[src/rtl/assert_macros.svh]
// ----------------------------------------------------------------------------
// Assertion helpers shared by the crossover RTL
// Thin wrappers around concurrent assertions, clocked, reset-gated.
// ----------------------------------------------------------------------------
`ifndef ASSERT_MACROS_SVH
`define ASSERT_MACROS_SVH

// condition holds at every clock edge out of reset
`define SCS_ASSERT_ALWAYS(lbl, clk, rst_n, cond, msg) \
    lbl: assert property (@(posedge clk) disable iff (!(rst_n)) (cond)) \
        else $error(msg);

// same-cycle implication
`define SCS_ASSERT_IMP(lbl, clk, rst_n, ante, cons, msg) \
    lbl: assert property (@(posedge clk) disable iff (!(rst_n)) (ante) |-> (cons)) \
        else $error(msg);

`endif

[src/rtl/scs_pkg.sv]
`timescale 1ns / 1ps
// ----------------------------------------------------------------------------
// scs_pkg
// Shared types and constants of the moving-average crossover block.
// ----------------------------------------------------------------------------
package scs_pkg;

    // configuration port
    localparam int CFG_IDX_W  = 2;
    localparam int CFG_DATA_W = 9;

    localparam logic [CFG_IDX_W-1:0] CFG_SHORT = 2'd0;
    localparam logic [CFG_IDX_W-1:0] CFG_LONG  = 2'd1;

    localparam logic [CFG_DATA_W-1:0] SHORT_RESET = 9'd5;
    localparam logic [CFG_DATA_W-1:0] LONG_RESET  = 9'd20;

    // signal codes
    localparam logic signed [1:0] SIG_NONE = 2'sb00;
    localparam logic signed [1:0] SIG_BUY  = 2'sb01;
    localparam logic signed [1:0] SIG_SELL = 2'sb11;

    // short mean versus long mean
    typedef enum logic [1:0] {
        REL_EQUAL = 2'd0,
        REL_ABOVE = 2'd1,
        REL_BELOW = 2'd2
    } t_rel;

    // per-item control carried down the pipe
    typedef struct packed {
        logic add_s;    // short period nonzero
        logic sub_s;    // short window full before this price
        logic mv_s;     // short mean valid after this price
        logic add_l;
        logic sub_l;
        logic mv_l;
        logic armed;    // enough prices seen to emit a cross
    } t_flags;

endpackage

[src/rtl/scs_cross.sv]
`timescale 1ns / 1ps
`include "assert_macros.svh"
// ----------------------------------------------------------------------------
// scs_cross
// Cross-multiplied mean compare, cross detection and the output register.
// ----------------------------------------------------------------------------
module scs_cross #(
    parameter int WINDOW     = 256,
    parameter int PRICE_BITS = 32
) (
    input  logic                                 i_clk,
    input  logic                                 i_rst_n,
    input  logic                                 i_restart,
    input  logic [$clog2(WINDOW+1)-1:0]          i_sp,
    input  logic [$clog2(WINDOW+1)-1:0]          i_lp,
    input  logic                                 i_v2,
    input  logic [PRICE_BITS+$clog2(WINDOW)-1:0] i_sn,
    input  logic [PRICE_BITS+$clog2(WINDOW)-1:0] i_ln,
    input  scs_pkg::t_flags                      i_flags2,
    input  logic                                 i_stall,
    output logic                                 o_rdy2,
    output logic                                 o_busy,
    output logic                                 o_valid,
    output logic signed [1:0]                    o_signal
);
    import scs_pkg::*;

    localparam int TW = PRICE_BITS + $clog2(WINDOW);
    localparam int PW = $clog2(WINDOW + 1);
    localparam int MW = TW + PW;

    logic [MW-1:0]    r_pa, r_pb;
    logic             r_armed3;
    logic             r_v3, r_vo;
    logic signed [1:0] r_sig;
    t_rel             r_prior;

    logic [PW-1:0]    sd, ld;
    logic             rdy3, rdy_o;
    t_rel             rel;
    logic signed [1:0] sig;

    assign rdy_o  = !r_vo || !i_stall;
    assign rdy3   = !r_v3 || rdy_o;
    assign o_rdy2 = !i_v2 || rdy3;

    // a window short of its period compares as mean 0 over 1
    assign sd = i_flags2.mv_s ? i_sp : PW'(1);
    assign ld = i_flags2.mv_l ? i_lp : PW'(1);

    always_ff @(posedge i_clk) begin
        if (i_v2 && rdy3) begin
            r_pa     <= MW'(i_sn) * MW'(ld);
            r_pb     <= MW'(i_ln) * MW'(sd);
            r_armed3 <= i_flags2.armed;
        end
    end

    always_comb begin
        if (r_pa > r_pb) begin
            rel = REL_ABOVE;
        end else if (r_pa < r_pb) begin
            rel = REL_BELOW;
        end else begin
            rel = REL_EQUAL;
        end

        sig = SIG_NONE;
        if (r_armed3) begin
            priority if (r_prior != REL_ABOVE && rel == REL_ABOVE) begin
                sig = SIG_BUY;
            end else if (r_prior != REL_BELOW && rel == REL_BELOW) begin
                sig = SIG_SELL;
            end
        end
    end

    always_ff @(posedge i_clk) begin
        if (!i_rst_n) begin
            r_v3    <= 1'b0;
            r_vo    <= 1'b0;
            r_prior <= REL_EQUAL;
        end else begin
            if (rdy3) begin
                r_v3 <= i_v2;
            end
            if (rdy_o) begin
                r_vo <= r_v3;
            end
            if (i_restart) begin
                r_prior <= REL_EQUAL;
            end else if (r_v3 && rdy_o) begin
                r_prior <= rel;
            end
        end
    end

    always_ff @(posedge i_clk) begin
        if (r_v3 && rdy_o) begin
            r_sig <= sig;
        end
    end

    assign o_busy   = r_v3 || r_vo;
    assign o_valid  = r_vo;
    assign o_signal = r_sig;

    `SCS_ASSERT_IMP(a_buy_rel, i_clk, i_rst_n, r_vo && r_sig == SIG_BUY,
        r_prior == REL_ABOVE, "buy issued while short mean not above long")
    `SCS_ASSERT_IMP(a_sell_rel, i_clk, i_rst_n, r_vo && r_sig == SIG_SELL,
        r_prior == REL_BELOW, "sell issued while short mean not below long")

endmodule

[config.mk]
export PLATFORM = sky130hd
export DESIGN_NAME = scs_cross
export DESIGN_NICKNAME = d
export VERILOG_FILES = /design/src/rtl/scs_pkg.sv /design/src/rtl/scs_cross.sv
export VERILOG_INCLUDE_DIRS = /design/src /design/src/rtl
export SDC_FILE = /design/constraint.sdc
export NUM_CORES = 2
export LEC_CHECK = 0
export ABC_AREA = 0
export BUFFER_PORTS_ARGS = -buffer_cell sky130_fd_sc_hd__buf_2
export CAP_MARGIN = 20
export CELL_PAD_IN_SITES_DETAIL_PLACEMENT = 1
export CELL_PAD_IN_SITES_GLOBAL_PLACEMENT = 1
export CORE_MARGIN = 2
export CORE_UTILIZATION = 49
export CTS_BUF_LIST = sky130_fd_sc_hd__clkbuf_8 sky130_fd_sc_hd__clkbuf_16
export CTS_CLUSTER_DIAMETER = 100
export CTS_CLUSTER_SIZE = 10
export DETAILED_ROUTE_END_ITERATION = 8
export PLACE_DENSITY = 0.85
export SLEW_MARGIN = 40
export SYNTH_ARGS = -nofsm -noshare
export SYNTH_HDL_FRONTEND = slang
export SYNTH_SLANG_ARGS = --single-unit
[constraint.sdc]
create_clock -name i_clk -period 11.8 [get_ports i_clk]
set_clock_uncertainty 0.1 [all_clocks]
set_input_delay 1.77 -clock i_clk [delete_from_list [all_inputs] [get_ports i_clk]]
set_output_delay 1.77 -clock i_clk [all_outputs]
set_load 0.1 [all_outputs]
=== Word-level counts from Yosys, hierarchy flattened ===
Index checks and enable logic that the tools add are counted.

* Multipliers: 2
* Eq/ne operators: 4
* Reductions and logical operators: 14
* $lt $le $gt $ge: 2
* Bitwise gates (word level): 2
* Muxes and demuxes: 6

{| class="wikitable"
|+ Operators with widths
! operator !! count
|-
| $mul 40x9->49 || 2
|-
| $gt 49x49->1 || 1
|-
| $lt 49x49->1 || 1
|-
| $mux 9 || 2
|-
| $mux 2 || 3
|-
| $logic_and 1x1->1 || 4
|-
| $logic_not 1->1 || 4
|-
| $logic_or 1x1->1 || 4
|-
| $reduce_or 2->1 || 2
|-
| $eq 2x1->1 const B || 1
|-
| $eq 2x2->1 const B || 1
|-
| $ne 2x1->1 const B || 1
|-
| $ne 2x2->1 const B || 1
|-
| $not 1->1 || 2
|-
| $mux 1 || 1
|}

* Flip-flop bits (word level): 105
* Logic and storage cells: 38
* Bits of input ports: 110
* Output and inout bits: 5

=== Logic depth before layout (Yosys ltp) ===
* Word-level depth: 7
* Mapped depth: 25

=== Worst setup path after synthesis ===
No wires, ideal clock.

* Path type: input to register
* Start point: in i_flags2[4] (netlist name)
* End point: reg r_pb[45] (data pin)
* Slack: 4.303 ns
* Stages: 23
* Required time: 11.436 ns
* Data arrival time: 7.133 ns
* Path buffers: 3
* Path through: clkbuf_1 and2_1 clkbuf_1 clkbuf_1 nand2_1 fa_1 inv_1 fa_1 fa_1 inv_1 fa_1 inv_1 ha_1 a211oi_2 nor2_1 o31a_1 a311oi_2 nor2_2 a31o_4 a221oi_4 o21ai_2 a221oi_2 xnor2_1

* Cells in the longest elaborated chain, start to end: 2

{| class="wikitable"
|+ Ends and longest elaborated chain
! element !! line !! text
|-
| from (decl) || scs_cross.sv:19 || <nowiki>input scs_pkg::t_flags i_flags2,</nowiki>
|-
| $mux 9 || scs_cross.sv:48 || <nowiki>assign sd = i_flags2.mv_s ? i_sp : PW'(1);</nowiki>
|-
| $mul 40x9->49 || scs_cross.sv:54 || <nowiki>r_pb <= MW'(i_ln) * MW'(sd);</nowiki>
|-
| to (signal assigned) || scs_cross.sv:54 ||
|-
| to (decl) || scs_cross.sv:32 || <nowiki>logic [MW-1:0] r_pa, r_pb;</nowiki>
|}

Every way passes these cells.
A chain may end at the register's enable or synchronous reset.

=== Final worst setup path ===
* Start point: in i_flags2[1] (netlist name)
* End point: reg r_pa[46] (data pin)

* Cells in the longest elaborated chain, start to end: 2

{| class="wikitable"
|+ Ends and longest elaborated chain
! element !! line !! text
|-
| $mux 9 || scs_cross.sv:49 || <nowiki>assign ld = i_flags2.mv_l ? i_lp : PW'(1);</nowiki>
|-
| $mul 40x9->49 || scs_cross.sv:53 || <nowiki>r_pa <= MW'(i_sn) * MW'(ld);</nowiki>
|-
| to (signal assigned) || scs_cross.sv:53 ||
|-
| to (decl) || scs_cross.sv:32 ||
|}

Every way passes these cells.

==> out/metrics.yaml <==
yosys:
  synth_cells: 3028
  netlist.area_leader.share_pct: 39.30
  synth-async-reset-ratio_pct: 0
  synth-seq-cells: 105
  yosysMostFrequentCell: "inv_1"
  synth_seq_area_share_pct: 11.44
  postSynthAreaPerCell_um2: 8.984
  yosysTopAreaCell: "fa_1"
  synth_fp_nets: 3859
  synth_top_flop_cell: "edfxtp_1"
  ys_top_cells_by_count: "660 x inv_1, 534 x fa_1, 433 x and3_1"
  ys_types: 63
  netlist_area_mm2: 0.02720
  synth_area_leaders: "fa_1 39%, edfxtp_1 11%, and3_1 10%, inv_1 9.1%, ha_1 8.6%"
  ys.warnings.count: 0
  synth_edf_count: 101
cts:
  cts-root-buf: "clkbuf_16"
  cts-resized-gates: 0
  cts_max_level: 3
  cts_tree: "built"
  worstSkewPairLatency_ps: 350
  hold_buffers: 0
  clkSinkCount: 105
  cts.clk_slew.worst_paths_ps: 70
  cts_made_buffers: 9
  clk_path_buf_depth: 2
  cts_setup_buffers: 0
routing:
  ant_nets: 0
  viasPerCell: 5.714
  drc: 0
  via_count: 21400
  wire_per_inst_um: 20.46
  routed_wl_um: 76620
  drtPass1Iterations: 6
  drt-initial-drc-count: 1256
power_and_ir_drop:
  powerDensity_mw_per_mm2: 168.5
  power_mw: 4.796
  p_leak_nw: 15.99
  ir_drop_uv: 86.88
sta:
  worst_pin_slew_ps: 882.3
  max_freq_mhz: 120.5
  hold_ws_ps: 382.2
  slew_violations: 0
  relSlewSlack_pct: 41.18
  grt_setup_unrepaired: "false"
  tns_ps: 0
  fin_crit_ps: 8300
  period_share_pct: 70.34
  final-hold-violation-count: 0
  setup_viol: 0
  final.setup.worst_slack_ps: 3500
layout:
  final_nets: 3823
  drive_gt1_share_pct: 5.340
  multi_input_area_mm2: 0.02101
  fill_cells: 6393
  seqCellArea_mm2: 0.003113
  area_growth_pct: 4.585
  finish.utilization_pct: 51.75
worst_setup_path:
  crit_path_start: "i_flags2[1]"
  cp_max_fo: 113
  critPathCapture: "r_pa[46]$_DFFE_PP_"
  path_class: "in2reg"
  worstSetupEndpointType: "flop"
  worstPathArrival_ps: 8300
  r2r_start: "r_pa[6]$_DFFE_PP_"
  r2r_end: "o_signal[0]$_SDFFCE_PN0P_"
  r2r_cells: 10
  critPathLaunchType: "input port"
  reg2reg_slack_ps: 8610
  cp.required_ps: 11800
floorplan:
  initial_core_util_pct: 49.48
  die_w_um: 239.6
  die_h_um: 239.6
  die-area_mm2: 0.05742
  core_mm2: 0.05499
  io_pins: 115
  rows: 86
place:
  io_buffers: 110
  gp_congestion: 0.8915
  dp_hpwl_um: 60280
  place_ws_ps: 2938
grt:
  grtUsageTotal_pct: 27.56
  antenna_found_initial: 1
  grt_pass1_vias: 24860
  grt_max_degree: 120
  grt_pass1_wl_um: 125600
  grt_overflow: 0
run:
  drv_cap: 0
status:
  outcome: "finished clean"
min_path:
  worst_hold_path_type: "reg2reg"
[report_power, final]
group          switching, mW  internal (mW)  leakage, nW
combinational           2.28           1.47         14.8
sequential            0.0602          0.715         1.02
clock                  0.137          0.141        0.128
total                   2.47           2.32         16.0
[metrics by stage]
step                      std cells  instance area [um^2]
after floorplan                3028                 27200
after global placement         3728                 28130
after detailed placement       3729                 28170
after CTS                      3744                 28430
after global routing           3744                 28450
final                          3745                 28450
[critical path: stages]
cell      delay [ps]
buf_6            450
and2_2           250
buf_4            450
nand2_1          180
fa_1             550
inv_1             60
fa_1             510
fa_1             560
inv_1             50
fa_1             480
inv_1             40
ha_1             310
o211ai_1         120
a21oi_1           70
a211oi_1         550
o211a_1          300
o21ai_2          110
a31oi_1          270
o21ai_0          280
a211oi_1         500
o21ai_0          210
xor2_1           170
[cell usage in the layout (no fill, tap or decap), types with 4 or more instances in the layout]
| master | Yosys | routed |
|---|---|---|
| a211oi_1 | 8 | 8 |
| a21o_1 | 80 | 80 |
| a21oi_1 | 109 | 109 |
| a31oi_1 | 9 | 9 |
| and2_1 | 21 | 17 |
| and3_1 | 433 | 433 |
| buf_2 | 1 | 107 |
| buf_4 | 0 | 6 |
| clkbuf_16 | 0 | 9 |
| dfxtp_1 | 4 | 4 |
| edfxtp_1 | 101 | 101 |
| fa_1 | 534 | 534 |
| ha_1 | 187 | 187 |
| inv_1 | 660 | 661 |
| nand2_1 | 341 | 341 |
| nand2b_1 | 14 | 14 |
| nand3_1 | 24 | 24 |
| nand4_1 | 32 | 32 |
| nor2_1 | 52 | 52 |
| nor2b_1 | 13 | 12 |
| nor3_1 | 14 | 14 |
| nor4_1 | 8 | 7 |
| o211ai_1 | 5 | 5 |
| o21a_1 | 10 | 10 |
| o21ai_0 | 47 | 47 |
| o21ai_1 | 4 | 4 |
| o21bai_1 | 16 | 16 |
| o31ai_1 | 4 | 4 |
| or2_2 | 4 | 4 |
| or3_1 | 6 | 6 |
| xnor2_1 | 55 | 55 |
| xor2_1 | 27 | 27 |
[flip-flops by register name (all words and copies together), names as in the netlist]
| register | cells |
|---|---|
| o_signal | 2 |
| o_valid | 1 |
| r_armed3 | 1 |
| r_pa | 49 |
| r_pb | 49 |
| r_prior | 2 |
| r_v3 | 1 |
[area by class of cell]
type                       instances  area share [%]
antenna                            1        0.008795
clock buffer                       9          0.7916
sequential                       105           10.94
multi-input combinational       2098           73.83
inverter                         660           8.707
tap                              748           3.289
timing repair buffer             118           2.304
clock inverter                     6          0.1319
[kinds of logic after synthesis]
| group | Yosys count | synth area share, % |
|---|---|---|
| simple gates | 965 | 18.41 |
| buf+inv | 825 | 11.42 |
| fa+ha+maj | 721 | 47.90 |
| compound gates | 329 | 8.155 |
| flops | 105 | 11.44 |
| xor+xnor | 82 | 2.640 |
| mux | 1 | 0.03679 |
[routing by layer]
metal	global-route usage, %	part of all wire, %	up-vias
met1	32.79	39	11256
met4	9.167	2.7	0
met3	2.616	3.7	157
met5	0	0	-
li1	-	-	9491
met2	51.84	54	496
[how the worst min path moves through the flow]
| stage | endpoint | from | slack [ps] | cells past startpoint |
|---|---|---|---|---|
| after detailed placement | r_prior[0]$_SDFFE_PP0P_ | r_prior[0]$_SDFFE_PP0P_ | 370 | 2 |
| after CTS | r_prior[0]$_SDFFE_PP0P_ | r_prior[0]$_SDFFE_PP0P_ | 380 | 2 |
| final | r_prior[0]$_SDFFE_PP0P_ | r_prior[0]$_SDFFE_PP0P_ | 380 | 2 |
| after global placement | r_prior[0]$_SDFFE_PP0P_ | r_prior[0]$_SDFFE_PP0P_ | 350 | 2 |
| after global routing | r_prior[0]$_SDFFE_PP0P_ | r_prior[0]$_SDFFE_PP0P_ | 400 | 2 |
| after floorplan | r_prior[0]$_SDFFE_PP0P_ | r_prior[0]$_SDFFE_PP0P_ | 340 | 2 |
Power figures use the tool's default switching activity.
