`config.mk`:
```
export PLATFORM = sky130hd
export DESIGN_NAME = scs_sums
export DESIGN_NICKNAME = d
export VERILOG_FILES = /design/src/rtl/assert_macros.svh /design/src/rtl/scs_pkg.sv /design/src/rtl/scs_sums.sv
export SDC_FILE = /design/constraint.sdc
export NUM_CORES = 1
export LEC_CHECK = 0
export ABC_AREA = 1
export CAP_MARGIN = 0
export CORE_ASPECT_RATIO = 0.5
export CORE_MARGIN = 2
export CORE_UTILIZATION = 45
export CTS_CLUSTER_DIAMETER = 120
export DETAILED_ROUTE_END_ITERATION = 8
export DONT_BUFFER_PORTS = 1
export SYNTH_ARGS = -nofsm -noshare
export SYNTH_HDL_FRONTEND = slang
export SYNTH_SLANG_ARGS = --single-unit
```
`constraint.sdc`:
```
create_clock -name i_clk -period 5.1 [get_ports i_clk]
set_input_delay 1.02 -clock i_clk [delete_from_list [all_inputs] [get_ports i_clk]]
set_output_delay 1.02 -clock i_clk [all_outputs]
set_load 0.05 [all_outputs]
```
`src/rtl/assert_macros.svh`:
```
// ----------------------------------------------------------------------------
// Assertion helpers shared by the crossover RTL
// Thin wrappers around concurrent assertions, clocked, reset-gated.
// ----------------------------------------------------------------------------
`ifndef ASSERT_MACROS_SVH
`define ASSERT_MACROS_SVH

// condition holds at every clock edge out of reset
`define SCS_ASSERT_ALWAYS(lbl, clk, rst_n, cond, msg) \
    lbl: assert property (@(posedge clk) disable iff (!(rst_n)) (cond)) \
        else $error(msg);

// same-cycle implication
`define SCS_ASSERT_IMP(lbl, clk, rst_n, ante, cons, msg) \
    lbl: assert property (@(posedge clk) disable iff (!(rst_n)) (ante) |-> (cons)) \
        else $error(msg);

`endif

```
`src/rtl/scs_pkg.sv`:
```
`timescale 1ns / 1ps
// ----------------------------------------------------------------------------
// scs_pkg
// Shared types and constants of the moving-average crossover block.
// ----------------------------------------------------------------------------
package scs_pkg;

    // configuration port
    localparam int CFG_IDX_W  = 2;
    localparam int CFG_DATA_W = 9;

    localparam logic [CFG_IDX_W-1:0] CFG_SHORT = 2'd0;
    localparam logic [CFG_IDX_W-1:0] CFG_LONG  = 2'd1;

    localparam logic [CFG_DATA_W-1:0] SHORT_RESET = 9'd5;
    localparam logic [CFG_DATA_W-1:0] LONG_RESET  = 9'd20;

    // signal codes
    localparam logic signed [1:0] SIG_NONE = 2'sb00;
    localparam logic signed [1:0] SIG_BUY  = 2'sb01;
    localparam logic signed [1:0] SIG_SELL = 2'sb11;

    // short mean versus long mean
    typedef enum logic [1:0] {
        REL_EQUAL = 2'd0,
        REL_ABOVE = 2'd1,
        REL_BELOW = 2'd2
    } t_rel;

    // per-item control carried down the pipe
    typedef struct packed {
        logic add_s;    // short period nonzero
        logic sub_s;    // short window full before this price
        logic mv_s;     // short mean valid after this price
        logic add_l;
        logic sub_l;
        logic mv_l;
        logic armed;    // enough prices seen to emit a cross
    } t_flags;

endpackage

```
`src/rtl/scs_sums.sv`:
```
`timescale 1ns / 1ps
// ----------------------------------------------------------------------------
// scs_sums
// Running window totals: add the new price, drop the one leaving the window.
// ----------------------------------------------------------------------------
module scs_sums #(
    parameter int WINDOW     = 256,
    parameter int PRICE_BITS = 32
) (
    input  logic                                     i_clk,
    input  logic                                     i_rst_n,
    input  logic                                     i_restart,
    input  logic                                     i_v1,
    input  logic [PRICE_BITS-1:0]                    i_price1,
    input  scs_pkg::t_flags                          i_flags1,
    input  logic [PRICE_BITS-1:0]                    i_old_s,
    input  logic [PRICE_BITS-1:0]                    i_old_l,
    input  logic                                     i_rdy2,
    output logic                                     o_v2,
    output logic [PRICE_BITS+$clog2(WINDOW)-1:0]     o_sn,
    output logic [PRICE_BITS+$clog2(WINDOW)-1:0]     o_ln,
    output scs_pkg::t_flags                          o_flags2
);
    import scs_pkg::*;

    localparam int TW = PRICE_BITS + $clog2(WINDOW);

    logic [TW-1:0] r_short_total, r_long_total;
    logic [TW-1:0] n_short_total, n_long_total;
    logic [TW-1:0] r_sn, r_ln;
    logic          r_v2;
    t_flags        r_flags2;
    logic          adv1;

    assign adv1 = i_v1 && i_rdy2;

    // modular add/sub: the final total always fits
    always_comb begin
        n_short_total = r_short_total;
        n_long_total  = r_long_total;
        if (i_flags1.add_s) begin
            n_short_total = r_short_total + TW'(i_price1)
                          - (i_flags1.sub_s ? TW'(i_old_s) : '0);
        end
        if (i_flags1.add_l) begin
            n_long_total = r_long_total + TW'(i_price1)
                         - (i_flags1.sub_l ? TW'(i_old_l) : '0);
        end
    end

    always_ff @(posedge i_clk) begin
        if (!i_rst_n || i_restart) begin
            r_short_total <= '0;
            r_long_total  <= '0;
        end else if (adv1) begin
            r_short_total <= n_short_total;
            r_long_total  <= n_long_total;
        end
    end

    always_ff @(posedge i_clk) begin
        if (!i_rst_n) begin
            r_v2 <= 1'b0;
        end else if (i_rdy2) begin
            r_v2 <= i_v1;
        end
    end

    always_ff @(posedge i_clk) begin
        if (adv1) begin
            r_sn     <= i_flags1.mv_s ? n_short_total : '0;
            r_ln     <= i_flags1.mv_l ? n_long_total : '0;
            r_flags2 <= i_flags1;
        end
    end

    assign o_v2     = r_v2;
    assign o_sn     = r_sn;
    assign o_ln     = r_ln;
    assign o_flags2 = r_flags2;

endmodule

```
# == Yosys cells after proc, flatten, opt, wreduce, memory -nomap -nowiden ==
# Index checks and enable logic that the tools add are counted.
# word_totals
ff_bits,168
out_inout_bits,88
# classes
reduce_logical,3
add_sub_neg,4
muxes,4
# op_table
operator,count
adder 40 x 32 -> 40 bit,2
two-way mux 40 bit,2
subtractor 40 x 32 -> 40 bit,2
two-way mux 32 bit,2
logical AND 1 bit,1
logical NOT 1 bit,1
logical OR 1 bit,1

# == Depth between registers and ports, before layout ==
# Gate-level depths: netlist of the first run.
# depth
word_depth,3
ltp_mapped,21

# == Worst setup path after synthesis of the first run ==
# Ideal clock, no wire load.
# synth_timing
path_type,input to register
from,in i_rdy2
to,"reg r_flags2, in the netlist o_flags2[0], enable pin"
cell_stages,4
setup_slack_ns,0.685
arrival_ns,3.929
path_buffers,2
setup_ns,0.486
cell_sequence,nand2_1 > inv_2 > clkbuf_8 > clkbuf_1
# synth_between
elab_chain_cells,1
# synth_lines
item,line,text
from (decl),scs_sums.sv:18,"input logic i_rdy2,"
logical AND 1 bit,scs_sums.sv:35,assign adv1 = i_v1 && i_rdy2;
via adv1,scs_sums.sv:33,logic adv1;
to (signal assigned),scs_sums.sv:73,r_flags2 <= i_flags1;
to (decl),scs_sums.sv:32,t_flags r_flags2;
# The timed path passes the listed nets, and every way through them passes these cells.
# A chain may end at the register's enable or synchronous reset.

# == Final worst setup path of the first run ==
# layout_timing
from,in i_price1[1]
to,"reg r_ln[38] (netlist: o_ln[38]), data pin"
# layout_between
elab_chain_cells,3
# layout_lines
item,line,text
from (decl),scs_sums.sv:14,"input logic [PRICE_BITS-1:0] i_price1,"
adder 40 x 32 -> 40 bit,scs_sums.sv:46,n_long_total = r_long_total + TW'(i_price1)
subtractor 40 x 32 -> 40 bit,scs_sums.sv:47,- (i_flags1.sub_l ? TW'(i_old_l) : '0);
two-way mux 40 bit,scs_sums.sv:45,if (i_flags1.add_l) begin
to (signal assigned),scs_sums.sv:72,r_ln <= i_flags1.mv_l ? n_long_total : '0;
to (decl),scs_sums.sv:30,"logic [TW-1:0] r_sn, r_ln;"
# No other way between the ends.

==> results.py, run 1 <==
metrics = {
    "critical_path": {
        "cp_slowest_stage_delay_ns": 0.55,
        "crit_buf_inv": 2,
        "cp_cell_sequence": "inv_1 -> fa_1 -> inv_1 -> fa_1 -> nand3_1 -> nand3_1 -> nand2_1 -> nand2_1 -> nand2_1 -> nand3_2 -> nand2_1 -> nand3_1 -> nand3_1 -> a21oi_1",
        "worstSetupPathType": "primary input to flip-flop",
        "r2r-start": "r_long_total[0]",
        "cp.required_ns": 5.29,
        "worstPathArrival_ns": 3.41,
        "critPathTopFamily": "simple AND/OR/NAND/NOR gates",
        "r2r_slack_ns": 2.15,
        "critPathCaptureType": "flip-flop",
        "reg2reg_to": "o_ln[38]",
        "crit_fanout": 4,
        "cp-start-kind": "primary input",
        "rr_worst_depth": 15,
        "crit_slowest_cell": "fa_1",
    },
    "yosys": {
        "yosysWarnings": 0,
        "synth_cells": 2426,
        "synthSimpleGateAreaFrac": 0.300,
        "seq_area_frac_synth": 0.271,
        "synth_nets": 2678,
        "synth_compound_area_frac": 0.0904,
        "synth_area_um2": 15600,
        "synth_top_family_by_area": "simple AND/OR/NAND/NOR gates",
        "synth_cell_types": 37,
        "synth-seq-cells": 168,
        "avgSynthCellArea_um2": 6.44,
        "synthAdderAreaFrac": 0.146,
        "synth-xor-area-share": 0.0202,
        "synthMuxAreaShare": 0,
    },
    "floorplanning": {
        "rows": 48,
        "start_util": 0.455,
        "die_w_um": 268,
        "ios": 196,
        "core-area_um2": 34400,
        "fp.dieH_um": 136,
        "die_area_um2": 36300,
    },
    "global_route": {
        "grt_overflow": 0,
        "antenna_found_initial": 1,
        "grt_max_degree": 123,
        "grt_pass1_vias": 13100,
        "grt_util_all_layers": 0.253,
        "grt_pass1_wl_mm": 70.3,
    },
    "cells_and_area": {
        "syn2layout_area_growth_pct": 6.07,
        "post-route-util": 0.483,
        "drive_above_1_share": 0.0477,
        "nets": 2648,
    },
    "timing": {
        "max_slew_margin": 0.290,
        "timing.fmax_mhz": 311,
        "maxSlewViolCount": 0,
        "min_period_ns": 3.21,
        "fin_crit_sh": 0.630,
        "finalHoldViolCount": 0,
        "rsz0062_at_grt": "false",
        "fin_setup_tns_ns": 0,
        "setup_viol": 0,
        "skew_ns": 0.0103,
        "worst_slew_pin_slew_ns": 1.06,
    },
    "min_path": {
        "hold_end": "r_long_total[8]",
        "hp-class": "flip-flop to flip-flop",
        "hold_start": "r_long_total[8]",
        "min_path_cells": 2,
    },
    "clocking": {
        "postCtsHoldBufs": 0,
        "clk_pin_slew_ns": 0.08,
        "clock_latency_ns": 0.47,
        "cts_resized": 0,
        "cts.sinks": 168,
        "clock_tree.buffer_depth": 2,
        "post-cts-setup-buffers": 0,
        "cts_tree": "built",
        "root_buffer": "clkbuf_16",
        "htreeDepth": 4,
        "cts_buffers": 17,
    },
    "routing": {
        "drc": 0,
        "drt-total-wl_mm": 44.8,
        "drtIter0Drc": 1014,
        "num_vias": 14100,
        "first_pass_iters": 5,
        "post_drt_wl_per_cell_um": 15.5,
        "via_per_inst": 4.87,
        "ant_nets": 0,
    },
    "placement": {
        "numPortBuffers": 0,
        "gp_congestion": 0.953,
        "dp_hpwl_mm": 35.1,
    },
    "run": {
        "drv_cap": 0,
    },
    "power": {
        "finalPower_mw": 4.87,
        "powerDensity_nw_per_um2": 294,
        "max-vdd-ir-drop_mv": 0.196,
        "p_leak_nw": 9.26,
    },
    "run_status": {
        "outcome": "finished clean",
    },
}
worst max-delay path by stage:
stage	start	to	cells past startpoint
floorplan	i_rdy2	o_flags2[0]	4
global placement	i_price1[1]	o_ln[38]	14
detailed placement	i_price1[1]	o_ln[38]	14
CTS	i_price1[1]	o_ln[38]	14
global route	i_old_l[0]	o_ln[38]	16
finish	i_price1[1]	o_ln[38]	14
routing by layer:
| metal | wire length [µm] | GRT usage |
|---|---|---|
| met1 | 21300 | 0.350 |
| met2 | 20200 | 0.408 |
| met3 | 2510 | 0.0493 |
| met4 | 775 | 0.0587 |
| met5 | 0 | 0 |
flip-flops by register name, summed over array words and instances (netlist names):
register and cells:
o_ln 40, o_sn 40, r_long_total 40, r_short_total 40, o_flags2 7, o_v2 1
per-stage QoR:
step / hold slack (ns) / area (µm²) / setup WS (ns) / instances
3_3_place_gp: 0.496 / 16000 / 1.39 / 2852
5_1_grt: 0.523 / 16600 / 1.69 / 2885
2_1_floorplan: 0.465 / 15600 / 0.685 / 2426
6_report: 0.508 / 16600 / 1.89 / 2885
4_1_cts: 0.510 / 16600 / 1.88 / 2884
3_5_place_dp: 0.490 / 16000 / 1.40 / 2852
worst min-delay path, cell delays in order, from the launching register on:
cell and delay, ns:
dfxtp_1 0.34, o211ai_1 0.09, inv_1 0.05
synth_stat cells, drive strengths merged:
library cell | count | share of area
nand2 | 734 | 0.18
inv | 643 | 0.15
nor2 | 184 | 0.048
a21oi | 180 | 0.058
nand3 | 158 | 0.058
edfxtp | 87 | 0.17
dfxtp | 81 | 0.10
ha | 80 | 0.064
o21ai | 70 | 0.022
fa | 64 | 0.082
clkbuf | 43 | 0.013
xnor2 | 18 | 0.010
xor2 | 18 | 0.010
buf | 13 | 0.0051
nor3 | 10 | 0.0032
o211ai | 9 | 0.0043
nand4 | 8 | 0.0032
or2 | 7 | 0.0028
a21boi | 5 | 0.0024
o21a | 4 | 0.0019
nand3b | 3 | 0.0022
o21bai | 3 | 0.0014
and2 | 2 | 0.00080
dlygate4sd1 | 1 | 0.00056
nor4 | 1 | 0.00040
cell type report:
type	count	area [µm²]
fillers	3698	17800
multi-input cells	1558	8690
flip-flops and latches	168	4230
inverters	643	2420
well taps	475	594
clock buffers	18	439
clock inverters	14	123
repair buffers	8	72.6
diodes	1	2.50
layout by cell type (no fill, tap or decap), types with 3 or more instances in the layout:
master / n
nand2_1: 705
inv_1: 639
a21oi_1: 179
nor2_1: 169
nand3_1: 134
edfxtp_1: 87
dfxtp_1: 81
ha_1: 80
o21ai_0: 65
fa_1: 64
nand2_2: 29
nand3_2: 24
xor2_1: 18
xnor2_1: 18
clkbuf_16: 17
nor2_2: 11
nor3_1: 10
o211ai_1: 9
nand4_1: 8
buf_4: 7
clkinv_2: 6
or2_1: 5
o21ai_1: 5
a21boi_0: 5
inv_6: 4
nor2_4: 4
o21a_1: 4
o21bai_1: 3
power breakdown:
part | switching, mW | internal, mW
Combinational | 1.24 | 0.614
Clock | 0.628 | 0.689
Sequential | 0.182 | 1.51
Total | 2.06 | 2.81
logic make-up after synthesis:
group | Yosys count
AND/OR/NAND/NOR | 1107
adder cells (fa/ha/maj) | 144
XOR/XNOR | 36
AO/OA/AOI/OAI | 271
flip-flops | 168
buffers and inverters | 700
Note: power is estimated with default switching activity, not from simulation.
==> run 2, diff against run 1 <==
==> constraint.sdc (replaced) <==
create_clock -name i_clk -period 2.6 [get_ports i_clk]
set_input_delay 0.52 -clock i_clk [delete_from_list [all_inputs] [get_ports i_clk]]
set_output_delay 0.52 -clock i_clk [all_outputs]
set_load 0.05 [all_outputs]
==> run 2 against run 1 <==
  * Clock skew about the same
  * Die area unchanged
  * Combinational power rose to 3.2 times the previous value
  * Power up 150%
  * Largest power group unchanged
  * Worst hold slack worse by 0.36 ns
  * Final area up 25%
  * Global-route usage up 0.75 points
  * Highest routed layer unchanged
==> results.py, run 2 (synthesis gave the netlist of run 1 again) <==
metrics = {
    "routing": {
        "drt-total-wl_mm": 47.7,
        "ant_nets": 0,
        "post_drt_wl_per_cell_um": 15.6,
        "drc": 0,
        "drtIter0Drc": 895,
        "first_pass_iters": 5,
        "via_per_inst": 4.85,
        "num_vias": 14800,
    },
    "cells_and_area": {
        "diodes": 0,
        "drive_above_1_share": 0.330,
        "syn2layout_area_growth_pct": 33.1,
        "nets": 2822,
        "layout_commonest_cell": "inv_1",
        "final_cells": 3058,
        "most-common-layout-cells": "inv_1, nand2_1, buf_4, nand2_2, a21oi_1",
        "post-route-util": 0.606,
    },
    "timing": {
        "min_period_ns": 2.59,
        "setup_viol": 0,
        "finalHoldViolCount": 0,
        "fin_crit_sh": 0.997,
        "maxSlewViolCount": 0,
        "fin_ws_ns": 0.00788,
        "timing.fmax_mhz": 386,
        "rsz0062_at_grt": "true",
        "whs_ns": 0.152,
        "skew_ns": 0.0103,
        "max_slew_margin": 0.552,
        "worst_slew_pin_slew_ns": 0.671,
    },
    "clocking": {
        "htreeDepth": 4,
        "postCtsHoldBufs": 0,
        "clk_pin_slew_ns": 0.07,
        "root_buffer": "clkbuf_16",
        "clock_latency_ns": 0.46,
        "cts_buffers": 17,
        "clock_tree.buffer_depth": 2,
        "cts.sinks": 168,
        "cts_tree": "built",
    },
    "global_route": {
        "antenna_found_initial": 0,
        "grt_overflow": 0,
        "grt_util_all_layers": 0.260,
        "grt_pass1_wl_mm": 72.6,
        "grt_pass1_vias": 13800,
        "grt_max_degree": 77,
    },
    "floorplanning": {
        "ios": 196,
        "die_area_um2": 36300,
        "die_w_um": 268,
        "fp.dieH_um": 136,
        "start_util": 0.455,
        "core-area_um2": 34400,
        "rows": 48,
    },
    "critical_path": {
        "cp_slowest_stage_delay_ns": 0.51,
        "cp_cell_sequence": "inv_2 -> fa_1 -> inv_2 -> fa_2 -> nand3_2 -> nand3_4 -> nand2_2 -> nand2_2 -> nand3b_1 -> nand2_2 -> or2_1 -> nand3_2 -> a21oi_2",
        "crit_fanout": 4,
        "crit_top_cell": "nand2_2",
        "cp-start-kind": "flip-flop",
        "crit_slowest_cell": "fa_1",
        "worstPathArrival_ns": 2.80,
        "worstSetupPathType": "flip-flop to flip-flop",
        "cp.required_ns": 2.80,
        "critPathCaptureType": "flip-flop",
    },
    "power": {
        "p_leak_nw": 10.7,
        "powerDensity_nw_per_um2": 577,
        "max-vdd-ir-drop_mv": 0.388,
    },
    "placement": {
        "gp_congestion": 0.965,
        "dp_hpwl_mm": 36.8,
        "dp_cells": 2992,
        "pre_cts_ws_ns": -0.408,
        "numPortBuffers": 0,
    },
    "run_status": {
        "outcome": "finished clean",
    },
    "run": {
        "drv_cap": 0,
    },
    "min_path": {
        "hp-class": "primary input to flip-flop",
    },
}
[run 2: cell count changes in the layout (fill, tap and decap cells not counted), moves of 66 or more]
cell and delta:
buf_4 +158, inv_1 -79, inv_2 +78, nand2_1 -170, nand2_2 +105, nor2_1 -66
[run 2: where the power goes]
part	internal, mW	switching [mW]	total (mW)
sequential	2.96	0.356	3.32
combinational	2.47	3.42	5.89
clock	1.60	1.20	2.80
total	7.03	4.98	12.0
[run 2: critical path: cells and delay by family (launching register included)]
family,cells,cell delay (ns)
simple gates,8,0.92
buf+inv,2,0.10
fa+ha+maj,2,0.92
flops,1,0.33
compound gates,1,0.07
[run 2: repair_timing]
item / in CTS / in global routing
endpoints found under the setup margin: 24 / 138
gates cloned: 0 / 0
pin swaps: 10 / 187
resized for setup: 26 / 456
buffers inserted: 2 / 32
[run 2: area by class of cell]
type | count | area, µm²
Tap cell | 475 | 594
Fill cell | 3249 | 13500
Multi-Input combinational cell | 1558 | 11400
Timing Repair Buffer | 182 | 1490
Clock inverter | 9 | 139
Sequential cell | 168 | 4280
Clock buffer | 23 | 478
Inverter | 643 | 2420
[run 2: worst paths after layout]
check / slack, ns / endpoint / start / cells after the start
setup / recovery: 0.008 / o_ln[16] / r_long_total[1] / 13
hold / removal: 0.15 / o_flags2[1] / i_flags1[1] / 0
setup reg to reg: 0.008 / o_ln[16] / r_long_total[1] / 13
hold reg to reg: 0.51 / r_long_total[2] / r_long_total[2] / 2
[run 2: metrics by stage]
step | instance area [µm²] | power, mW | setup TNS, ns
2_1_floorplan | 17000 | 6.86 | -2.41
3_5_place_dp | 18400 | 8.31 | -34.95
5_1_grt | 20800 | 12.7 | -1.45
4_1_cts | 19100 | 11.2 | 0
6_report | 20800 | 12.0 | 0
3_3_place_gp | 18400 | 8.29 | -33.30
[run 2: per-layer routing]
metal  up-vias  wire length [µm]  GRT usage
met5         -                 0          0
met4         0               849     0.0736
met3        46              2140     0.0367
met2       269             22400      0.425
met1      6966             22300      0.360
li1       7559                 -          -
