## src/rtl/assert_macros.svh

```systemverilog
// ----------------------------------------------------------------------------
// Assertion helpers shared by the crossover RTL
// Thin wrappers around concurrent assertions, clocked, reset-gated.
// ----------------------------------------------------------------------------
`ifndef ASSERT_MACROS_SVH
`define ASSERT_MACROS_SVH

// condition holds at every clock edge out of reset
`define SCS_ASSERT_ALWAYS(lbl, clk, rst_n, cond, msg) \
    lbl: assert property (@(posedge clk) disable iff (!(rst_n)) (cond)) \
        else $error(msg);

// same-cycle implication
`define SCS_ASSERT_IMP(lbl, clk, rst_n, ante, cons, msg) \
    lbl: assert property (@(posedge clk) disable iff (!(rst_n)) (ante) |-> (cons)) \
        else $error(msg);

`endif

```

## src/rtl/scs_pkg.sv

```systemverilog
`timescale 1ns / 1ps
// ----------------------------------------------------------------------------
// scs_pkg
// Shared types and constants of the moving-average crossover block.
// ----------------------------------------------------------------------------
package scs_pkg;

    // configuration port
    localparam int CFG_IDX_W  = 2;
    localparam int CFG_DATA_W = 9;

    localparam logic [CFG_IDX_W-1:0] CFG_SHORT = 2'd0;
    localparam logic [CFG_IDX_W-1:0] CFG_LONG  = 2'd1;

    localparam logic [CFG_DATA_W-1:0] SHORT_RESET = 9'd5;
    localparam logic [CFG_DATA_W-1:0] LONG_RESET  = 9'd20;

    // signal codes
    localparam logic signed [1:0] SIG_NONE = 2'sb00;
    localparam logic signed [1:0] SIG_BUY  = 2'sb01;
    localparam logic signed [1:0] SIG_SELL = 2'sb11;

    // short mean versus long mean
    typedef enum logic [1:0] {
        REL_EQUAL = 2'd0,
        REL_ABOVE = 2'd1,
        REL_BELOW = 2'd2
    } t_rel;

    // per-item control carried down the pipe
    typedef struct packed {
        logic add_s;    // short period nonzero
        logic sub_s;    // short window full before this price
        logic mv_s;     // short mean valid after this price
        logic add_l;
        logic sub_l;
        logic mv_l;
        logic armed;    // enough prices seen to emit a cross
    } t_flags;

endpackage

```

## src/rtl/scs_front.sv

```systemverilog
`timescale 1ns / 1ps
`include "assert_macros.svh"
// ----------------------------------------------------------------------------
// scs_front
// Ring write slot, saturating sample count, tap addresses and stage-1 regs.
// ----------------------------------------------------------------------------
module scs_front #(
    parameter int WINDOW     = 256,
    parameter int PRICE_BITS = 32
) (
    input  logic                          i_clk,
    input  logic                          i_rst_n,
    input  logic                          i_valid,
    input  logic [PRICE_BITS-1:0]         i_price,
    input  logic                          i_restart,
    input  logic [$clog2(WINDOW+1)-1:0]   i_sp,
    input  logic [$clog2(WINDOW+1)-1:0]   i_lp,
    input  logic                          i_rdy2,
    output logic                          o_rdy1,
    output logic                          o_accept,
    output logic [$clog2(WINDOW)-1:0]     o_waddr,
    output logic [$clog2(WINDOW)-1:0]     o_raddr_s,
    output logic [$clog2(WINDOW)-1:0]     o_raddr_l,
    output logic                          o_v1,
    output logic [PRICE_BITS-1:0]         o_price1,
    output scs_pkg::t_flags               o_flags1
);
    import scs_pkg::*;

    localparam int AW = $clog2(WINDOW);
    localparam int PW = $clog2(WINDOW + 1);
    localparam int SW = $clog2(WINDOW + 2);
    localparam int DW = PW + 1;
    localparam logic [SW-1:0] SEEN_MAX = SW'(WINDOW + 1);

    logic [AW-1:0]         r_slot, n_slot;
    logic [SW-1:0]         r_seen, n_seen;
    logic                  r_v1;
    logic [PRICE_BITS-1:0] r_price1;
    t_flags                r_flags1;

    logic [SW-1:0] seen_new, sp_x, lp_x;
    logic [DW-1:0] slot_x, sp_d, lp_d, tap_s, tap_l;
    t_flags        flags;
    logic          accept;

    assign o_rdy1 = !r_v1 || i_rdy2;
    assign accept = i_valid && o_rdy1;

    always_comb begin
        sp_x     = SW'(i_sp);
        lp_x     = SW'(i_lp);
        seen_new = (r_seen < SEEN_MAX) ? r_seen + SW'(1) : r_seen;

        flags.add_s = (i_sp != '0);
        flags.sub_s = flags.add_s && (r_seen >= sp_x);
        flags.mv_s  = flags.add_s && (seen_new >= sp_x);
        flags.add_l = (i_lp != '0);
        flags.sub_l = flags.add_l && (r_seen >= lp_x);
        flags.mv_l  = flags.add_l && (seen_new >= lp_x);
        flags.armed = (seen_new >= lp_x + SW'(1));

        // slot of the price that leaves each window, modulo WINDOW
        slot_x = DW'(r_slot);
        sp_d   = DW'(i_sp);
        lp_d   = DW'(i_lp);
        tap_s  = (slot_x >= sp_d) ? slot_x - sp_d : slot_x + DW'(WINDOW) - sp_d;
        tap_l  = (slot_x >= lp_d) ? slot_x - lp_d : slot_x + DW'(WINDOW) - lp_d;

        n_slot = r_slot;
        n_seen = r_seen;
        if (i_restart) begin
            n_slot = '0;
            n_seen = '0;
        end else if (accept) begin
            n_slot = (r_slot == AW'(WINDOW - 1)) ? '0 : r_slot + AW'(1);
            n_seen = seen_new;
        end
    end

    always_ff @(posedge i_clk) begin
        if (!i_rst_n) begin
            r_slot <= '0;
            r_seen <= '0;
            r_v1   <= 1'b0;
        end else begin
            r_slot <= n_slot;
            r_seen <= n_seen;
            if (o_rdy1) begin
                r_v1 <= i_valid;
            end
        end
    end

    always_ff @(posedge i_clk) begin
        if (accept) begin
            r_price1 <= i_price;
            r_flags1 <= flags;
        end
    end

    assign o_accept  = accept;
    assign o_waddr   = r_slot;
    assign o_raddr_s = AW'(tap_s);
    assign o_raddr_l = AW'(tap_l);
    assign o_v1      = r_v1;
    assign o_price1  = r_price1;
    assign o_flags1  = r_flags1;

    `SCS_ASSERT_ALWAYS(a_seen_sat, i_clk, i_rst_n, r_seen <= SEEN_MAX,
        "sample count ran past its saturation point")

endmodule

```

## config.mk

```make
export PLATFORM = sky130hd
export DESIGN_NAME = scs_front
export DESIGN_NICKNAME = d
export VERILOG_FILES = /design/src/rtl/scs_pkg.sv /design/src/rtl/scs_front.sv
export VERILOG_INCLUDE_DIRS = /design/src /design/src/rtl
export SDC_FILE = /design/constraint.sdc
export NUM_CORES = 1
export LEC_CHECK = 0
export BUFFER_PORTS_ARGS = -buffer_cell sky130_fd_sc_hd__buf_2
export CORE_AREA = 3 3 92 94
export DETAILED_ROUTE_END_ITERATION = 10
export DIE_AREA = 0 0 95 97
export PLACE_DENSITY_LB_ADDON = 0.05
export SETUP_SLACK_MARGIN = 0.2
export SYNTH_ARGS = -nofsm -noshare
export SYNTH_HDL_FRONTEND = slang
export SYNTH_SLANG_ARGS = --single-unit
```

## constraint.sdc

```tcl
create_clock -name i_clk -period 3.1 [get_ports i_clk]
set_clock_uncertainty 0.15 [all_clocks]
set_input_delay 0.465 -clock i_clk [delete_from_list [all_inputs] [get_ports i_clk]]
set_output_delay 0.465 -clock i_clk [all_outputs]
set_load 0.02 [all_outputs]
```

* Word level (Yosys, flattened, before mapping)
Index checks and enable logic that the tools add are counted.
Word-level totals: RAM bits 0, bits in latches 0, bits in registers 57, output and inout bits 66, ROM bits 0, memories 0
Operators by class: multipliers 0, div/mod/pow operators 0, reduce and logical (&&, ||, !) cells 10, bitwise gates (word level) 1, equal/unequal tests 1, $lt $le $gt $ge 8, add/subtract/negate cells 8, mux-type cells 4, shift-type cells 0
Operators with widths (number):
- $ge A9 B9 Y1 | 5
- $sub A8 B8 Y8 | 4
- $mux W8 | 3
- $add A9 B1 Y9 const B | 2
- $ge A8 B9 Y1 | 2
- $reduce_bool A9 Y1 | 2
- $add A8 B1 Y8 const B | 2
- $lt A9 B9 Y1 const B | 1
- $mux W9 | 1
- $eq A8 B8 Y1 const B | 1
- $logic_and A1 B1 Y1 | 5
- $reduce_or A2 Y1 | 1
- $logic_not A1 Y1 | 1
- $logic_or A1 B1 Y1 | 1
- $not A1 Y1 | 1

* Depth between registers and ports, before layout
Gate-level depths: netlist of the first run.
word-level depth 4, mapped depth 12

* Worst setup path before layout of the first run
OpenSTA, ideal clock, no wires.
path type input -> register, start point in i_rdy2, end point reg r_slot[2], in the netlist o_waddr[2], setup slack -0.052 ns, library setup time 0.127 ns, data arrival time 2.875 ns, stages 7, data required time 2.823 ns, cell sequence nand2b_1 -> nand2_1 -> inv_1 -> clkbuf_1 -> nand2_1 -> xor2_1 -> nor2_1
On the way: longest elaborated chain between the ends 2
Ends and longest elaborated chain:
- from (decl) | line scs_front.sv:18 | input logic i_rdy2,
- $logic_or A1 B1 Y1 | line scs_front.sv:47 | assign o_rdy1 = !r_v1 || i_rdy2;
- $logic_and A1 B1 Y1 | line scs_front.sv:48 | assign accept = i_valid && o_rdy1;
- net o_accept | line scs_front.sv:20 | output logic o_accept,
- to (signal assigned) | line scs_front.sv:87 | r_slot <= n_slot;
- to (decl) | line scs_front.sv:36 | logic [AW-1:0] r_slot, n_slot;
The timed path passes the listed nets, and every way through them passes these cells. A chain may end at the register's enable or synchronous reset.

* Final worst setup path of the first run
start point reg r_slot[1], in the netlist o_waddr[1], end point out o_raddr_l[6]
On the way: longest elaborated chain between the ends 3
Ends and longest elaborated chain:
- $add A8 B1 Y8 | line scs_front.sv:68 | tap_l = (slot_x >= lp_d) ? slot_x - lp_d : slot_x + DW'(WINDOW) - lp_d;
- $sub A8 B8 Y8 | line scs_front.sv:68
- $mux W8 * | line scs_front.sv:68
- to (decl) | line scs_front.sv:23 | output logic [$clog2(WINDOW)-1:0] o_raddr_l,
Mark *: on every way between the ends. The rest lies on a longest branch, timed or not.

==> results of run 1 <==
==> through the flow <==
step / utilization (%) / instance area [um2]
after floorplan: - / 3955
after global placement: 61.35 / 4741
after detailed placement: 61.35 / 4741
after CTS: 64.10 / 4954
after global routing: 64.54 / 4987
final: 64.54 / 4987
==> sequential cells by signal, indices dropped and copies added (netlist names) <==
register  count
r_seen        9
o_price1     32
o_waddr       8
o_flags1      7
o_v1          1
==> kinds of logic (layout without fill, tap and decap cells) <==
| family | Yosys count | after routing | share of synthesized area (%) |
|---|---|---|---|
| AO/OA/AOI/OAI | 69 | 69 | 11.17 |
| AND/OR/NAND/NOR | 116 | 116 | 15.44 |
| flip-flops | 57 | 57 | 38.73 |
| buffers and inverters | 42 | 186 | 5.000 |
| adder cells (fa/ha/maj) | 61 | 61 | 19.56 |
| multiplexers | 1 | 1 | 0.2848 |
| XOR/XNOR | 41 | 41 | 9.810 |
==> how the worst max path moves through the flow <==
stage / startpoint / end / slack [ns] / cells past startpoint
floorplan: r_seen[3] / o_flags1[4] / 0.42 / 12
global placement: i_sp[1] / o_raddr_s[5] / 0.26 / 10
detailed placement: i_sp[1] / o_raddr_s[5] / 0.19 / 10
CTS: o_waddr[0] / o_raddr_s[6] / 0.21 / 10
global route: o_waddr[0] / o_raddr_s[6] / 0.16 / 10
finish: o_waddr[1] / o_raddr_l[6] / 0.28 / 9
==> power groups by stage <==
stage	Combinational [W]	Sequential, W	Clock (W)
2_1_floorplan	0.000159	0.000914	0
3_3_place_gp	0.000332	0.000872	0
3_5_place_dp	0.000335	0.000874	0
4_1_cts	0.000339	0.000857	0.000738
5_1_grt	0.000375	0.000860	0.000777
6_report	0.000342	0.000857	0.000721
==> what timing repair did <==
item                       CTS  global route
buffers inserted             0             1
pin swaps                    0             2
setup endpoints to repair    6             8
gates resized for setup      6            12
==> area by class of cell <==
class                   count  share of cell area, %
multi-input cells         288                  45.08
well taps                 102                  2.559
flip-flops and latches     57                  30.78
repair buffers            137                  14.95
clock inverters             4                  1.029
inverters                  33                  2.484
clock buffers              12                  3.111
==> synth_stat cells, types with 2 or more instances <==
cell type,number
nor3_1,7
o21bai_1,2
a21o_1,9
edfxtp_1,39
nor2b_1,6
o221ai_1,2
clkbuf_1,2
or3_1,5
xor2_1,15
a211oi_1,4
buf_6,5
and3_1,4
nand2_1,26
fa_1,2
nor2_1,25
nand3_1,10
maj3_2,2
ha_1,56
a21boi_0,2
xor2_2,2
dfxtp_1,18
inv_1,33
o21ai_0,18
nand4_1,10
a21oi_1,23
nand2b_1,11
nor4_1,4
xnor2_1,23
==> layer usage <==
layer  share of wire [%]  vias up
met1                  44     1551
li1                    -     1677
met2                  47      131
met3                 7.7        8
met4                0.90        0
met5                   0        -
==> worst reg2reg max path, cell delays in order (launching register included) <==
cell and delay (ns):
dfxtp_1 0.34, nor4_4 0.33, buf_4 0.17, a41oi_2 0.15, mux2_2 0.34, ha_1 0.30, a2111oi_1 0.35, a21oi_1 0.08
nand3_1 0.10, o32a_1 0.15, nand2_1 0.05
==> run metrics, run 1 <==
# port buffers=120; M3 GR Usage=5.521%; final critical-path required period=2.821 ns; clock network fraction of total power=37.5%; Die Ht=97 um; async set or reset register ratio after synthesis=0%; Worst Path Required=2.48 ns; largest net degree at the start of global routing=32; WL/cell=16.41 um; Yosys Warn Count=0; number of global-route vias before repair=3,175; placed cell count=616; total CTS buffers=9; sw power=0.0005281 W; synthesized area=3954 um2; synthesis-stage register bit count=57; CP Max Fanout=6; Root Driver=clkbuf_8; final cell count without fillers=633; Synth area leaders=edfxtp_1, ha_1, dfxtp_1; initial drt markers=140; Critical Path Max Stage Delay=0.37 ns; GRT Total Usage=22.98%; die area=9215 um2; vias=3,367; core area=7727 um2; met1 Track Usage GR=31.43%; RSZ-0062 raised after global routing=yes; hold path cells=1; Worst-Margin Slew=0.6225 ns; row cnt=32; commonest non-fill, non-tap cells in the layout=buf_2, ha_1, edfxtp_1; gpl congestion=0.9251; CTS Hold Buffers Added=0; ratio of cells with drive above 1 in the final layout=32.77%; Crit path buffers/inverters=2; vias per cell=5.319; initial antenna violation count=0; slowest CP cell=dfxtp_2; internal power=0.001392 W; switch share=27.50%; GR Util met2=36.39%; Post-Place Setup Slack=0.1928 ns; sequential area share after synthesis=38.73%; grt peak-use layer=met2; FMAX=0.3545 GHz; H-tree levels=3; # fillers=686; Antenna Violating Nets Remaining=0; DRC violations left=0; first-pass GRT wire length=16,210 um; WHS Endpoint=o_price1[8]; leading area contributor after synthesis=edfxtp_1; register area=1535 um2; CTS tree=yes; Initial Util=51.17%; slack of the critical path=0.2791 ns; most common cell after layout, fill and taps aside=buf_2; Die Wd=95 um; critical path capture point type=primary output; Detailed Routing Iterations Pass 1=4; Post-Route WL=10,390 um; arrival time at the worst endpoint=2.21 ns; hpwl dp=8157 um; nets=639; FF-to-FF setup slack=0.35 ns; Net Count, Synth=500; Clock Sinks=57; Static Leakage=2.395 nW; Total Power=0.001920 W; maximum buffer depth of the clock tree=2; power share of the combinational group=17.8%; Avg Cell Area, Syn=10.22 um2; Area Growth Syn to Fin=26.14%; Top Family by Delay on Critical Path=compound AO/OA/AOI/OAI gates; Hold Fails Final Rpt=0; Netlist cell types=50; clock slew at reported path FFs=0.07 ns; status=complete, no violations; R2R cell count=10; PwrDens=385.0 nW/um2; Flop pwr share=44.6%; Clock Latency Late Sink=0.34 ns; r2r startpoint=r_seen[6]; Syn Inst Count=387; Hold WC Path Type=primary input to flop; setup tns final=0 ns; Hold Slack=0.1474 ns; # setup viols final=0; max_cap viols=0; reg2reg end=o_flags1[4]; Worst Hold Launch=i_price[8]; area of the multi-input gates=2248 um2; startpoint types=flop; Yosys top cell area share=29.62%; GR Overflow Total=0; Post-synth EDFFs=39; CP Class=flop to primary output; final worst path period share=91.00%; Slew Limit Fails=0; Slew HR=58.12%; Antenna diodes=0; peak supply drop=0.2338 mV; IO Pins=121; Top FF cell, synth=edfxtp_1; worst path cell trace=inv_1 > fa_2 > nor2b_1 > o21ai_0 > nand2b_1 > a21o_1 > a21oi_1 > xnor2_1 > buf_4
No activity file was read; power rests on OpenSTA's default activity.
==> run 2: changes to the inputs <==
--- a/config.mk
+++ b/config.mk
@@ -10,7 +10,7 @@
 export CORE_AREA = 3 3 92 94
 export DETAILED_ROUTE_END_ITERATION = 10
 export DIE_AREA = 0 0 95 97
-export PLACE_DENSITY_LB_ADDON = 0.05
+export PLACE_DENSITY = 0.79
 export SETUP_SLACK_MARGIN = 0.2
 export SYNTH_ARGS = -nofsm -noshare
 export SYNTH_HDL_FRONTEND = slang
==> run 2 against run 1 <==
Total power increased by 0.16%. First-iteration DRC count increased by 21%. Core utilization increased by 2.4 points. Hold slack got worse by 0.0091 ns. Clock power decreased by 3.5%. Clock-buffer cell count unchanged. Critical endpoint is now o_flags1[4].
==> run metrics, run 2 (synthesis results as in run 1) <==
status=complete, no violations; Die Ht=97 um; Post-Place Setup Slack=0.1809 ns; final worst path period share=92.91%; row cnt=32; critical path capture point type=flop; initial antenna violation count=0; Crit path depth=10; RSZ-0062 raised after global routing=yes; hpwl dp=7979 um; vias=3,476; Initial Util=51.17%; number of global-route vias before repair=3,428; nets=648; most common cell after layout, fill and taps aside=buf_2; maximum buffer depth of the clock tree=2; H-tree levels=3; core area=7727 um2; GRT Total Usage=23.01%; # setup viols final=0; max_cap viols=0; die area=9215 um2; Top Family by Delay on Critical Path=compound AO/OA/AOI/OAI gates; IO Pins=121; DRC violations left=0; Critical Path Max Stage Delay=0.39 ns; CP Class=flop to flop; initial drt markers=169; gpl congestion=0.9047; ratio of cells with drive above 1 in the final layout=36.85%; Worst Path Required=3.05 ns; FMAX=0.3472 GHz; Detailed Routing Iterations Pass 1=4; setup tns final=0 ns; Crit path buffers/inverters=1; hold path cells=1; final cell count without fillers=642; total CTS buffers=9; R2R cell count=10; Antenna diodes=0; Slew HR=54.82%; WL/cell=16.81 um; Area Growth Syn to Fin=30.79%; startpoint types=flop; final critical-path required period=2.880 ns; CP Max Fanout=3; Slew Limit Fails=0; slowest CP cell=nor4_4; commonest non-fill, non-tap cells in the layout=buf_2, ha_1, edfxtp_1; Clock Latency Late Sink=0.34 ns; Antenna Violating Nets Remaining=0; GR Overflow Total=0; vias per cell=5.414; Post-Route WL=10,790 um; arrival time at the worst endpoint=2.83 ns; # port buffers=120; largest net degree at the start of global routing=23; Worst-Margin Slew=0.6715 ns; CTS Hold Buffers Added=0; Die Wd=95 um; Hold WC Path Type=primary input to flop; peak supply drop=0.2046 mV; clock slew at reported path FFs=0.08 ns; worst path cell trace=nor4_4 > buf_4 > a41oi_4 > mux2_4 > ha_4 > a2111oi_4 > a21oi_2 > nand3_1 > o32a_1 > nand2_1; Clock Sinks=57; first-pass GRT wire length=16,570 um; slack of the critical path=0.2197 ns; CTS tree=yes; Hold Fails Final Rpt=0; Root Driver=clkbuf_8; PwrDens=371.9 nW/um2; Static Leakage=2.456 nW; max FFs per register=32; placed cell count=615
-- run 2: timing repair --
item / in CTS / in global routing
gates resized for setup: 7 / 37
pin swaps: 1 / 16
buffers inserted: 1 / 10
setup endpoints to repair: 6 / 10
-- run 2: area by class of cell --
type | count | area (um2)
clock buffers | 12 | 177.7
fillers | 608 | 2556
clock inverters | 4 | 23.77
well taps | 102 | 127.6
flip-flops and latches | 57 | 1543
repair buffers | 146 | 800.8
inverters | 33 | 132.6
multi-input cells | 288 | 2366
-- run 2: final timing paths --
path                   start          end  slack [ns]
setup reg to reg   r_seen[3]  o_flags1[4]        0.22
hold / removal    i_price[9]  o_price1[9]        0.14
hold reg to reg   o_waddr[1]   o_waddr[1]        0.39
setup / recovery   r_seen[3]  o_flags1[4]        0.22
-- run 2: per-layer routing --
layer  global-route usage [%]  share of wire, %  up-vias
met5                        0                 0        -
met4                    9.767               2.5        0
met3                    4.588               8.4       27
met2                    39.75                50      140
met1                    27.29                39     1617
li1                         -                 -     1692
-- run 2: per-stage QoR --
stage | power [W] | hold slack, ns | cell area (um2) | utilization [%]
2_1_floorplan | 0.001073 | 0.3780 | 3955 | -
4_1_cts | 0.001902 | 0.1300 | 4942 | 63.96
5_1_grt | 0.002000 | 0.1297 | 5171 | 66.92
3_5_place_dp | 0.001207 | 0.3907 | 4721 | 61.09
3_3_place_gp | 0.001198 | 0.3599 | 4721 | 61.09
6_report | 0.001923 | 0.1384 | 5171 | 66.92
-- run 2: report_power, final --
group,switching (W),internal (W)
Combinational,0.000222,0.000148
Sequential,0.0000102,0.000847
Clock,0.000312,0.000385
Total,0.000544,0.00138
